===== config.mk =====
export PLATFORM = sky130hd
export DESIGN_NAME = slip_packet_framer
export DESIGN_NICKNAME = d
export VERILOG_FILES = /design/src/rtl/core/slipf_pkg.sv /design/src/rtl/core/slipf_expand.sv /design/src/rtl/core/slipf_serializer.sv /design/src/rtl/core/slip_packet_framer.sv
export SDC_FILE = /design/constraint.sdc
export NUM_CORES = 1
export LEC_CHECK = 0
export ABC_AREA = 1
export CAP_MARGIN = 0
export CORE_MARGIN = 2
export CORE_UTILIZATION = 45
export CTS_CLUSTER_SIZE = 12
export DETAILED_ROUTE_END_ITERATION = 16
export DONT_BUFFER_PORTS = 1
export PLACE_DENSITY_LB_ADDON = 0.12
export RECOVER_POWER = 100
export SLEW_MARGIN = 40
export SYNTH_ARGS = -nofsm -noshare
export SYNTH_HDL_FRONTEND = slang
export SYNTH_HIERARCHICAL = 1
export SYNTH_SLANG_ARGS = --single-unit
export TNS_END_PERCENT = 20

===== constraint.sdc =====
create_clock -name clk -period 3.35 [get_ports clk]
set_input_delay 1.005 -clock clk [delete_from_list [all_inputs] [get_ports clk]]
set_output_delay 1.005 -clock clk [all_outputs]
set_load 0.02 [all_outputs]

===== src/rtl/core/slipf_pkg.sv =====
// Shared types and constants for the SLIP packet framer.
// No dependencies; imported by every module of the block.
package slipf_pkg;

  localparam logic [7:0] FRAME_END     = 8'hC0;
  localparam logic [7:0] FRAME_ESC     = 8'hDB;
  localparam logic [7:0] FRAME_ESC_END = 8'hDC;
  localparam logic [7:0] FRAME_ESC_ESC = 8'hDD;

  // Longest expansion: END, type, version, two stuffed bytes, END.
  localparam int MaxBytes = 6;
  localparam int CntW     = $clog2(MaxBytes + 1);

  // Configuration register indexes.
  localparam logic [1:0] REG_PACKET_TYPE      = 2'd0;
  localparam logic [1:0] REG_VERSION_PLAIN    = 2'd1;
  localparam logic [1:0] REG_VERSION_EXTENDED = 2'd2;

  typedef struct packed {
    logic [7:0] data_byte;
    logic       first_of_packet;
    logic       last_of_packet;
    logic       extended;
  } in_item_t;

  typedef struct packed {
    logic [7:0] out_byte;
    logic       last_out;
  } out_item_t;

  typedef struct packed {
    logic [7:0] packet_type;
    logic [7:0] version_plain;
    logic [7:0] version_extended;
  } cfg_t;

  // One item's worth of framed bytes, left justified, with its length.
  typedef struct packed {
    logic [MaxBytes-1:0][7:0] bytes;
    logic [CntW-1:0]          count;
  } burst_t;

endpackage


===== src/rtl/core/slipf_expand.sv =====
// Expands one registered input item into its framed, stuffed byte burst.
// Depends on slipf_pkg.
module slipf_expand import slipf_pkg::*; (
  input  in_item_t item,
  input  cfg_t     cfg,
  output burst_t   burst
);

  logic [CntW-1:0] pos;
  logic            is_end;
  logic            is_esc;

  always_comb begin
    is_end      = (item.data_byte == FRAME_END);
    is_esc      = (item.data_byte == FRAME_ESC);
    burst.bytes = '0;
    pos         = '0;
    // Header: opening END, type, version.
    if (item.first_of_packet) begin
      burst.bytes[0] = FRAME_END;
      burst.bytes[1] = cfg.packet_type;
      burst.bytes[2] = item.extended ? cfg.version_extended : cfg.version_plain;
      pos            = CntW'(3);
    end
    // Stuffed payload byte.
    if (is_end || is_esc) begin
      burst.bytes[pos[2:0]]         = FRAME_ESC;
      burst.bytes[pos[2:0] + 3'd1]  = is_end ? FRAME_ESC_END : FRAME_ESC_ESC;
      pos                           = pos + CntW'(2);
    end else begin
      burst.bytes[pos[2:0]] = item.data_byte;
      pos                   = pos + CntW'(1);
    end
    // Closing END.
    if (item.last_of_packet) begin
      burst.bytes[pos[2:0]] = FRAME_END;
      pos                   = pos + CntW'(1);
    end
    burst.count = pos;
  end

endmodule


===== src/rtl/core/slipf_serializer.sv =====
// Holds one burst and shifts it out one byte per accepted output item.
// Depends on slipf_pkg.
module slipf_serializer import slipf_pkg::*; (
  input  logic      clk,
  input  logic      rst,
  input  logic      load,
  input  burst_t    burst,
  output logic      free,
  output logic      out_valid,
  input  logic      out_ready,
  output out_item_t out_item
);

  logic [MaxBytes-1:0][7:0] bytes;
  logic [CntW-1:0]          count;
  logic                     take;

  assign out_valid         = (count != '0);
  assign take              = out_valid && out_ready;
  assign free              = !out_valid || (take && count == CntW'(1));
  assign out_item.out_byte = bytes[0];
  assign out_item.last_out = (count == CntW'(1));

  always_ff @(posedge clk) begin
    if (rst) begin
      count <= '0;
    end else if (load) begin
      count <= burst.count;
    end else if (take) begin
      count <= count - CntW'(1);
    end
  end

  always_ff @(posedge clk) begin
    if (load) begin
      bytes <= burst.bytes;
    end else if (take) begin
      for (int i = 0; i < MaxBytes - 1; i++) begin
        bytes[i] <= bytes[i+1];
      end
      bytes[MaxBytes-1] <= '0;
    end
  end

endmodule


===== src/rtl/core/slip_packet_framer.sv =====
// Top level of the SLIP packet framer: input register, config registers,
// expander and output serializer. Depends on slipf_pkg, slipf_expand, slipf_serializer.
//
// Usage:
//   in_valid/in_ready/in_item carry one payload byte per item with the
//   first_of_packet, last_of_packet and extended flags. out_valid/out_ready/
//   out_item carry the framed stream, one byte per item; last_out marks the
//   final byte produced by an input item.
//   cfg_we/cfg_index/cfg_data write packet_type (0), version_plain (1) and
//   version_extended (2); other indexes are ignored. Write only while idle.
// Path: an accepted item is held in the input register, then loaded into
//   the output shifter, which offers its first byte.
// Throughput: one output byte per cycle while out_ready is high; an item
//   expands to 1 to 6 bytes (1 for a plain byte, +1 if stuffed, +3 on the first
//   byte of a packet, +1 on the last). The output shifter sends them one at a
//   time; the next item is loaded in the same cycle the last byte leaves, so
//   single byte items flow at one per cycle while out_ready is high.
// Reset: empties the input register and the output shifter and clears the
//   config registers to zero.
// Stall: when out_ready is low the current byte holds; the input register
//   then fills and in_ready drops until the output drains.
module slip_packet_framer import slipf_pkg::*; (
  input  logic       clk,
  input  logic       rst,
  input  logic       in_valid,
  output logic       in_ready,
  input  in_item_t   in_item,
  output logic       out_valid,
  input  logic       out_ready,
  output out_item_t  out_item,
  input  logic       cfg_we,
  input  logic [1:0] cfg_index,
  input  logic [7:0] cfg_data
);

  cfg_t     cfg;
  in_item_t item;
  logic     item_valid;
  logic     load;
  logic     free;
  burst_t   burst;

  // Configuration registers.
  always_ff @(posedge clk) begin
    if (rst) begin
      cfg <= '0;
    end else if (cfg_we) begin
      unique case (cfg_index)
        REG_PACKET_TYPE:      cfg.packet_type      <= cfg_data;
        REG_VERSION_PLAIN:    cfg.version_plain    <= cfg_data;
        REG_VERSION_EXTENDED: cfg.version_extended <= cfg_data;
        default: ;
      endcase
    end
  end

  // Move the held item into the serializer as soon as it frees up.
  assign load     = item_valid && free;
  assign in_ready = !item_valid || load;

  always_ff @(posedge clk) begin
    if (rst) begin
      item_valid <= 1'b0;
    end else if (in_ready) begin
      item_valid <= in_valid;
    end
  end

  always_ff @(posedge clk) begin
    if (in_valid && in_ready) begin
      item <= in_item;
    end
  end

  slipf_expand u_expand (
    .item  (item),
    .cfg   (cfg),
    .burst (burst)
  );

  slipf_serializer u_ser (
    .clk       (clk),
    .rst       (rst),
    .load      (load),
    .burst     (burst),
    .free      (free),
    .out_valid (out_valid),
    .out_ready (out_ready),
    .out_item  (out_item)
  );

endmodule


==> flow_summary.yaml <==
layout:
  diodes: 0
  final_cell_mix: "225 x nand2_1, 67 x nor2_1, 64 x inv_1, 59 x edfxtp_1, 28 x dfxtp_1"
  stdcell_area_um2: 4550
  final_common_cell: "nand2_1"
  fill_cells: 986
  layout.nets: 571
  areaGrowthSynthToFinish_pct: 2.48
  drive_above_1_share: 0.0519
critical_path:
  critPathMaxFanout: 4
  start_kind: "flop"
  cp-end-kind: "output port"
  critPathArrivalTime_ps: 1850
  critPathRequiredTime_ps: 2340
  crit_type: "reg2out"
synthesis:
  synth_top_area_share: 0.399
  avgSynthCellArea_um2: 8.01
  synth-edff-count: 59
  ys_seq_area_frac: 0.526
  synth_compound_area_frac: 0.0307
  synth_adder_area_share: 0.0282
  yosysWarningCount: 6
  synth_xor_area_frac: 0.00197
  synthTopCellsByArea: "edfxtp_1 40%, nand2_1 19%, dfxtp_1 13%, nor2_1 5.7%, inv_1 5.5%"
  synthesis.area_um2: 4440
  synthDistinctLibCells: 30
  ys.flop_type: "edfxtp_1"
  async_flop_share: 0
  ys_seq_elements: 87
  synth.mux.area_fraction: 0
  synthCells: 554
  yosys.area_share.simple: 0.289
  synth_area_leader_cell: "edfxtp_1"
  synth_top_family_by_area: "simple AND/OR/NAND/NOR gates"
placed_design:
  place_congestion: 0.799
  pre_cts_ws_ps: 770
  place_area_um2: 4390
  io_buffers: 0
  hpwlAfterDp_um: 5910
clock_tree:
  htree_levels: 3
  cts_buffers: 9
  clk_latency_ps: 370
  clockBufferDepth: 2
  cts_tree: "built"
  path_clk_slew_ps: 80
  post_cts.repair.setup_buffers: 0
  ctsResizeCount: 0
  clock_sinks: 87
  clock-root-buffer: "clkbuf_8"
  holdBufCountCts: 0
detailed_routing:
  wl_um: 8530
  vias_per_cell: 4.53
  postRouteAntennaNets: 0
  drc: 0
  wl_per_cell_um: 12.7
  drt_first_iter_violations: 221
  drt_first_pass_iters: 4
  vias: 3048
sta:
  layout_setup_ws_ps: 497
  max_slew_margin: 0.224
  period_minus_slack_ps: 2850
  drv_slew: 0
  fmax_mhz: 351
  grt_setup_unrepaired: "no"
  finClkSkew_ps: 11.2
  period_share: 0.852
  finalHoldViolCount: 0
  worst-slew-pin-transition_ps: 1160
  final-setup-viol-count: 0
  fin_tns_setup_ps: 0
hold_path:
  hold_path.class: "reg2reg"
floorplan:
  die_h_um: 103
  die-area_um2: 10700
  num_rows: 36
  fp.dieW_um: 103
  initial_core_util: 0.458
  io_pins: 37
  fp.coreArea_um2: 9680
global_routing:
  grt_pass1_vias: 2938
  grt_usage: 0.182
  grt-ovfl-total: 0
  grt_pass1_wl_um: 14400
  antenna_found_initial: 0
  grt_max_degree: 45
power:
  vdd_drop_max_v: 0.000289
  p_leak_nw: 2.22
  power_density_nw_per_um2: 759
flow_run:
  cap_violations: 0
run_status:
  outcome: "finished clean"
-- cell type report --
type,count,area (um2),area share
flip-flops and latches,87,2330,0.513
repair buffers,5,27.5,0.00606
clock inverters,7,63.8,0.0140
multi-input cells,364,1580,0.347
well taps,133,166,0.0366
inverters,68,255,0.0562
clock buffers,9,124,0.0273
-- through the flow --
stage	utilization	instances	hold slack (ps)	total power, W
after floorplan	-	561	444	0.00266
after global placement	0.453	657	460	0.00280
after detailed placement	0.453	657	471	0.00282
after CTS	0.473	673	493	0.00353
after global routing	0.469	673	521	0.00373
final	0.469	673	489	0.00345
-- report_power, final --
part / switching [W] / internal [W]
registers: 0.000186 / 0.00168
clock network: 0.000374 / 0.000338
logic: 0.000634 / 0.000239
total: 0.00119 / 0.00226
-- state kept, by name (all words and copies together), names as in the netlist --
register	count
cfg	24
u_ser/out_item	8
u_ser/count	3
item	11
item_valid	1
u_ser/bytes	40
-- metal layers --
metal	up-vias	part of all wire	track usage
li1	1623	-	-
met1	1369	0.51	0.260
met2	45	0.44	0.269
met3	11	0.034	0.0484
met4	0	0.015	0.0587
met5	-	0	0
-- logic make-up (layout without fill, tap and decap cells) --
| kind of cell | after synthesis | count (layout) |
|---|---|---|
| buf+inv | 110 | 89 |
| flops | 87 | 87 |
| other cells | 1 | 8 |
| compound gates | 26 | 26 |
| fa+ha+maj | 10 | 10 |
| simple gates | 319 | 319 |
| xor+xnor | 1 | 1 |
-- worst max-delay path: stages, from the launching register on --
cell and delay (ps):
dfxtp_1 340, inv_1 80, ha_1 200, nand2_1 220, nand2_1 140, o21ai_0 230, inv_1 90, nand2_1 190
-- path summary, 6_finish.rpt --
kind,from,end,slack [ps],depth (start not counted)
max reg2reg,u_ser/count[0]$_SDFFE_PP0P_,u_ser/bytes[21]$_DFFE_PP_,530,10
min reg2reg,cfg[22]$_SDFFE_PP0P_,cfg[22]$_SDFFE_PP0P_,490,2
min,cfg[22]$_SDFFE_PP0P_,cfg[22]$_SDFFE_PP0P_,490,2
max,u_ser/count[0]$_SDFFE_PP0P_,in_ready,500,7
-- cells in the mapped netlist (2+ instances only) --
library cell  number
buf_2             12
a21oi_1           18
nand2_1          224
o21ai_1            2
ha_1              10
buf_4             21
o21ai_0            4
nor3_1             3
or2_0              2
inv_2              2
nand3_1           14
buf_6              5
nand3_4            2
clkbuf_1           3
nor2_1            67
dfxtp_1           28
edfxtp_1          59
or2_2              2
inv_1             65
(Power assumes the default switching activity.)
